$ cat src/hw/rtl/top_k_value_ranker_core_assert.svh
// Assertion macros used by the ranker top level.
`ifndef TOP_K_VALUE_RANKER_CORE_ASSERT_SVH
`define TOP_K_VALUE_RANKER_CORE_ASSERT_SVH

// Same-cycle implication, checked outside reset.
`define TKVR_ASSERT_NOW(label, clk, rst_n, ante, cons) \
    label: assert property (@(posedge clk) disable iff (!rst_n) (ante) |-> (cons)) \
        else $error("ranker assertion failed");

// Next-cycle implication, checked outside reset.
`define TKVR_ASSERT_NEXT(label, clk, rst_n, ante, cons) \
    label: assert property (@(posedge clk) disable iff (!rst_n) (ante) |=> (cons)) \
        else $error("ranker assertion failed");

`endif

$ cat src/hw/rtl/tkvr_pkg.sv
// Types and constants shared by the ranker modules.
package tkvr_pkg;

    localparam int unsigned ID_W    = 16;
    localparam int unsigned VALUE_W = 24;
    localparam int unsigned RANK_W  = 6;

    localparam logic [31:0] VALUE_MAX = 32'd9999999;

    typedef enum logic
    {
        ST_IDLE,
        ST_REPORT
    } state_t;

    // Broadcast from the controller to every cell of the chain.
    typedef struct packed
    {
        logic               ins;
        logic               pop;
        logic [VALUE_W-1:0] value;
        logic [ID_W-1:0]    id;
    } cell_ctrl_t;

endpackage

$ cat src/hw/rtl/tkvr_cell.sv
// One compare-and-shift cell of the ranking chain.
module tkvr_cell
    import tkvr_pkg::*;
(
    input  logic               clk,
    input  cell_ctrl_t         ctrl,
    input  logic               occ,
    input  logic               left_gt,
    input  logic [VALUE_W-1:0] left_value,
    input  logic [ID_W-1:0]    left_id,
    input  logic [VALUE_W-1:0] right_value,
    input  logic [ID_W-1:0]    right_id,
    output logic               gt,
    output logic [VALUE_W-1:0] value,
    output logic [ID_W-1:0]    id
);

    logic [VALUE_W-1:0] value_reg;
    logic [VALUE_W-1:0] value_next;
    logic [ID_W-1:0]    id_reg;
    logic [ID_W-1:0]    id_next;

    // The list is sorted in descending order, so gt is a run of zeros
    // followed by ones; the new value lands where the ones start.
    assign gt = occ ? (ctrl.value > value_reg) : 1'b1;

    always_comb
    begin
        value_next = value_reg;
        id_next    = id_reg;
        if (ctrl.pop)
        begin
            value_next = right_value;
            id_next    = right_id;
        end
        else if (ctrl.ins && left_gt)
        begin
            value_next = left_value;
            id_next    = left_id;
        end
        else if (ctrl.ins && gt)
        begin
            value_next = ctrl.value;
            id_next    = ctrl.id;
        end
    end

    always_ff @(posedge clk)
    begin
        value_reg <= value_next;
        id_reg    <= id_next;
    end

    assign value = value_reg;
    assign id    = id_reg;

endmodule

$ cat src/hw/rtl/top_k_value_ranker_core.sv
// Top level of the ranker: controller, report sequencing and the cell chain.
//
// Channel | Direction | Handshake            | Payload
// in      | into      | in_valid / in_ready   | vehicle_id, has_record, mileage, last_vehicle
// out     | out of    | out_valid / out_ready | rank, ranked_id, ranked_value, entry_valid,
//         |           |                       | last_of_run
//
// An ordinary scan item is taken whenever in_ready is high; every cell compares and shifts at once.
// A last item is inserted in its cycle if it is valid, then the list drains from cell 0, one result
// per output transfer, with the chain shifting towards cell 0; input is held off meanwhile.
// A report of n entries thus occupies max(n, 1) output transfers.
// Reset empties the list; the cell contents themselves are not cleared.
// A stall on the output simply holds the current result and the chain.
module top_k_value_ranker_core
    import tkvr_pkg::*;
#(
    parameter int unsigned RANK_DEPTH = 16
)
(
    input  logic               clk,
    input  logic               rst_n,
    input  logic               in_valid,
    output logic               in_ready,
    input  logic [ID_W-1:0]    vehicle_id,
    input  logic               has_record,
    input  logic [31:0]        mileage,
    input  logic               last_vehicle,
    output logic               out_valid,
    input  logic               out_ready,
    output logic [RANK_W-1:0]  rank,
    output logic [ID_W-1:0]    ranked_id,
    output logic [VALUE_W-1:0] ranked_value,
    output logic               entry_valid,
    output logic               last_of_run
);

    `include "top_k_value_ranker_core_assert.svh"

    localparam int unsigned CW = $clog2(RANK_DEPTH + 1);
    localparam int unsigned RW = $clog2(RANK_DEPTH);

    state_t          state_reg;
    state_t          state_next;
    logic [CW-1:0]   count_reg;
    logic [CW-1:0]   count_next;
    logic [RW-1:0]   rank_reg;
    logic [RW-1:0]   rank_next;

    logic            in_fire;
    logic            out_fire;
    logic            item_ok;
    cell_ctrl_t      ctrl;

    logic [RANK_DEPTH-1:0] gt;
    logic [VALUE_W-1:0]    cell_value [RANK_DEPTH];
    logic [ID_W-1:0]       cell_id    [RANK_DEPTH];

    assign in_fire  = in_valid && in_ready;
    assign out_fire = out_valid && out_ready;
    assign item_ok  = has_record && (mileage != 32'd0) && (mileage <= VALUE_MAX);

    assign ctrl.ins   = in_fire && item_ok;
    assign ctrl.pop   = out_fire;
    assign ctrl.value = mileage[VALUE_W-1:0];
    assign ctrl.id    = vehicle_id;

    genvar i;
    generate
        for (i = 0; i < RANK_DEPTH; i++)
        begin : g_cell
            logic               left_gt;
            logic [VALUE_W-1:0] left_value;
            logic [ID_W-1:0]    left_id;
            logic [VALUE_W-1:0] right_value;
            logic [ID_W-1:0]    right_id;

            if (i == 0)
            begin : g_head
                assign left_gt    = 1'b0;
                assign left_value = '0;
                assign left_id    = '0;
            end
            else
            begin : g_body
                assign left_gt    = gt[i-1];
                assign left_value = cell_value[i-1];
                assign left_id    = cell_id[i-1];
            end

            if (i == RANK_DEPTH - 1)
            begin : g_tail
                assign right_value = '0;
                assign right_id    = '0;
            end
            else
            begin : g_inner
                assign right_value = cell_value[i+1];
                assign right_id    = cell_id[i+1];
            end

            tkvr_cell u_cell
            (
                .clk         (clk),
                .ctrl        (ctrl),
                .occ         (count_reg > CW'(i)),
                .left_gt     (left_gt),
                .left_value  (left_value),
                .left_id     (left_id),
                .right_value (right_value),
                .right_id    (right_id),
                .gt          (gt[i]),
                .value       (cell_value[i]),
                .id          (cell_id[i])
            );
        end
    endgenerate

    always_ff @(posedge clk or negedge rst_n)
    begin
        if (!rst_n)
        begin
            state_reg <= ST_IDLE;
            count_reg <= '0;
            rank_reg  <= '0;
        end
        else
        begin
            state_reg <= state_next;
            count_reg <= count_next;
            rank_reg  <= rank_next;
        end
    end

    always_comb
    begin
        state_next   = state_reg;
        count_next   = count_reg;
        rank_next    = rank_reg;
        in_ready     = 1'b0;
        out_valid    = 1'b0;
        unique case (state_reg)
            ST_IDLE:
            begin
                in_ready = 1'b1;
                if (ctrl.ins && (count_reg < CW'(RANK_DEPTH)))
                begin
                    count_next = count_reg + CW'(1);
                end
                if (in_fire && last_vehicle)
                begin
                    state_next = ST_REPORT;
                end
            end
            ST_REPORT:
            begin
                out_valid = 1'b1;
                if (out_fire)
                begin
                    if (last_of_run)
                    begin
                        count_next = '0;
                        rank_next  = '0;
                        state_next = ST_IDLE;
                    end
                    else
                    begin
                        count_next = count_reg - CW'(1);
                        rank_next  = rank_reg + RW'(1);
                    end
                end
            end
            default:
            begin
                state_next = ST_IDLE;
            end
        endcase
    end

    // The head cell holds the current result; an empty list reports zeros.
    assign entry_valid  = (count_reg != '0);
    assign last_of_run  = (count_reg <= CW'(1));
    assign rank         = RANK_W'(rank_reg);
    assign ranked_id    = entry_valid ? cell_id[0] : '0;
    assign ranked_value = entry_valid ? cell_value[0] : '0;

    `TKVR_ASSERT_NOW(a_count_bound, clk, rst_n, 1'b1, count_reg <= CW'(RANK_DEPTH))
    `TKVR_ASSERT_NOW(a_sides_exclusive, clk, rst_n, in_ready, !out_valid)
    `TKVR_ASSERT_NEXT(a_last_starts_report, clk, rst_n, in_fire && last_vehicle, out_valid)
    `TKVR_ASSERT_NEXT(a_report_clears, clk, rst_n, out_fire && last_of_run,
                      (count_reg == '0) && in_ready && (rank_reg == '0))

endmodule
$ cat config.mk
export PLATFORM = sky130hd
export DESIGN_NAME = top_k_value_ranker_core
export DESIGN_NICKNAME = d
export VERILOG_FILES = /design/src/hw/rtl/tkvr_pkg.sv /design/src/hw/rtl/tkvr_cell.sv /design/src/hw/rtl/top_k_value_ranker_core.sv
export VERILOG_INCLUDE_DIRS = /design/src /design/src/hw/rtl
export SDC_FILE = /design/constraint.sdc
export NUM_CORES = 2
export LEC_CHECK = 0
export ABC_AREA = 1
export BUFFER_PORTS_ARGS = -buffer_cell sky130_fd_sc_hd__buf_2
export CAP_MARGIN = 20
export CORE_AREA = 2 2 288 290
export DETAILED_ROUTE_END_ITERATION = 8
export DIE_AREA = 0 0 290 292
export PLACE_DENSITY_LB_ADDON = 0.2
export SYNTH_ARGS = -nofsm -noshare
export SYNTH_HDL_FRONTEND = slang
export SYNTH_SLANG_ARGS = --single-unit
$ cat constraint.sdc
create_clock -name clk -period 3.3 [get_ports clk]
set_input_delay 0.165 -clock clk [delete_from_list [all_inputs] [get_ports clk]]
set_output_delay 0.165 -clock clk [all_outputs]
set_load 0.01 [all_outputs]
==> metrics.txt <==
hold buffers post-CTS=30; worst min path class=in -> reg; measured slew at the worst slew-check pin=834 ps; FF+latch count, synth=650; DP HPWL=107 mm; CP cell instances=dlygate4sd3_1, buf_2, buf_4, ha_1, nand2_1, nor2_1, nand4_1, nor2_1, nand2_1, nand3_1, nand2_1, nand2_1, buf_4, nand3_1, nand3_1, nand2_1; Max Freq=0.336 GHz; Clock transition at path regs=60 ps; CTS sink count=650; port bufs=101; top cell type's share of synthesized area=38.3%; clock power share=25.8%; Startpoint Class=input port; Final Hold Vio Count=0; switch share=39.7%; CP arrival=3380 ps; kind of critical path=in -> reg; slowest stage cell, crit path=dlygate4sd3_1; skew final=24.7 ps; die area=0.0847 mm^2; # IOs=104; core area=0.0816 mm^2; Post-synth EDFFs=600; RSZ-0062 raised after global routing=no; status=complete, no violations; Worst slew margin=44.4%; P per Cell Area=648 mW/mm^2; fin crit period=2980 ps; LEAKAGE=26.4 nW; routed vias/inst=5.87; Final Cell Area=0.0518 mm^2; Sw Pwr=13.3 mW; fraction of registers with async set/reset=1.54%; Cell Int Power=20.2 mW; post-CTS resize count=0; gr usage total=35.1%; clock latency on the worst-skew pair=660 ps; Die W=290 um; top cells by area, synth=edfxtp_1, nand2_1, nand3_1; Num CTS Buffers=78; CTS tree=built; Max clock buf depth=3; max cap viols=0; max reg flops=384; Syn Std Cell Area=0.0470 mm^2; WL final=151 mm; Clock Tree Root=clkbuf_16; remaining antenna violation count=0; DIE HEIGHT=292 um; commonest cells after routing, fill and taps aside=nand2_1, nand3_1, inv_1; Unique masters post-synth=39; Routability Congestion=0.952; sequential cell area fraction in the yosys report=40.6%; Fin Hold WS=23.1 ps; Worst Path Required=3700 ps; DRC=0; Synth area leader=edfxtp_1; first-pass GRT wire length=237 mm; Avg Cell Area, Syn=7.22 um^2; reg-to-reg slack, setup=350 ps; final slew viol count=0; power share of the combinational group=35.3%; layout cells sized above 1=6.28%; vias=44800; Crit path largest cell delay=540 ps; initial antenna violation count=4; setup bufs post-CTS=0; vias in the first global route=43900; Starting Density=57.6%; Synth Flop Type=edfxtp_1; Peak VDD IR=0.519 mV; Final setup viols=0; Flop pwr share=38.9%; diode count=0; Cells after Synth=6507; Pre-antenna DRT Iters=9; Synthesis Warnings=0; CP Max Fanout=40; CP endpoint kind=flop; drt first-iter violations=4756; site row count=105; P&R area growth vs syn=10.3%; largest net degree at the start of global routing=167; most frequent CP cell=nand2_1; H-tree depth=3; final clock period utilization by the worst path=90.3%; most common cell after layout, fill and taps aside=nand2_1; Final Net Count=6943; grt ovf=0; Routed wire per std cell=19.8 um; cell area after placement=0.0490 mm^2
## worst max-delay path, delay by kind of cell
family	cells	cell delay (ps)
adders and majority gates	1	310
and+or+nand+nor	11	1420
buffers and inverters	4	1410
## path summary, 6_finish.rpt
kind                                            from                   endpoint  cells past startpoint
max                                      mileage[18]   g_cell[13].u_cell.id[15]                     16
min                                   vehicle_id[15]    g_cell[0].u_cell.id[15]                      3
max reg2reg                g_cell[0].u_cell.value[3]  g_cell[0].u_cell.value[1]                     16
min reg2reg                 g_cell[15].u_cell.id[14]   g_cell[14].u_cell.id[14]                      2
max in group asynchronous                      rst_n               count_reg[3]                      3
min in group asynchronous                      rst_n               count_reg[4]                      3
## metrics by stage
stage | power [mW] | setup slack [ps] | utilization, % | setup TNS (ps) | std cells
6_report | 33.6 | 321 | 63.5 | 0 | 7633
5_1_grt | 35.5 | 114 | 63.5 | 0 | 7633
4_1_cts | 33.4 | 435 | 63.5 | 0 | 7633
3_5_place_dp | 24.7 | 298 | 60.1 | 0 | 7459
3_3_place_gp | 24.4 | 354 | 60.1 | 0 | 7459
2_1_floorplan | 20.5 | -268 | - | -45170 | 6508
## power by group through the flow
| stage | logic, mW | registers [mW] | clock network (mW) |
|---|---|---|---|
| final | 11.8 | 13.0 | 8.67 |
| after global routing | 13.2 | 13.2 | 9.03 |
| after CTS | 11.6 | 13.0 | 8.76 |
| after detailed placement | 11.6 | 13.1 | 0 |
| after global placement | 11.2 | 13.1 | 0 |
| after floorplan | 7.75 | 12.7 | 0 |
## Yosys cell counts (3+ instances only)
cell type and number:
buf_4 11, o21ai_0 80, nor3_1 10, xnor2_1 3, ha_1 390, buf_1 50
clkbuf_1 196, nand2_1 2343, nand3_1 1282, dfxtp_1 40, buf_6 9, nand2_2 3
nor2_2 3, dfrtp_1 10, a21o_1 8, nand4_1 36, buf_2 118, inv_2 12
a31oi_1 3, edfxtp_1 600, o21a_1 20, a21oi_1 157, o21bai_1 15, nor2_1 255
inv_1 832
## area by class of cell
| class | instances | area [um^2] |
|---|---|---|
| clock buffers | 104 | 2080 |
| well taps | 1070 | 1340 |
| fillers | 7416 | 29800 |
| multi-input cells | 4629 | 23200 |
| inverters | 845 | 3190 |
| flip-flops and latches | 650 | 19100 |
| repair buffers | 295 | 2570 |
| clock inverters | 40 | 414 |
## logic make-up after synthesis
| family | after synthesis | share of synthesized area [%] |
|---|---|---|
| AND/OR/NAND/NOR | 3941 | 35.2 |
| buffers and inverters | 1229 | 10.4 |
| flip-flops | 650 | 40.6 |
| adder cells (fa/ha/maj) | 390 | 10.4 |
| AO/OA/AOI/OAI | 291 | 3.37 |
| XOR/XNOR | 5 | 0.0932 |
| other | 1 | 0.00798 |
## per-layer routing
metal  global-route usage [%]  part of all wire [%]  vias to the layer above  wire [um]
met4                     17.1                   5.0                        8       7590
met3                     5.36                   8.8                      426      13300
met2                     57.2                    46                     2254      69500
li1                         -                     -                    21100          -
met5                        0                 0.031                        -         47
met1                     45.9                    40                    21100      60500
Power figures use the tool's default switching activity.
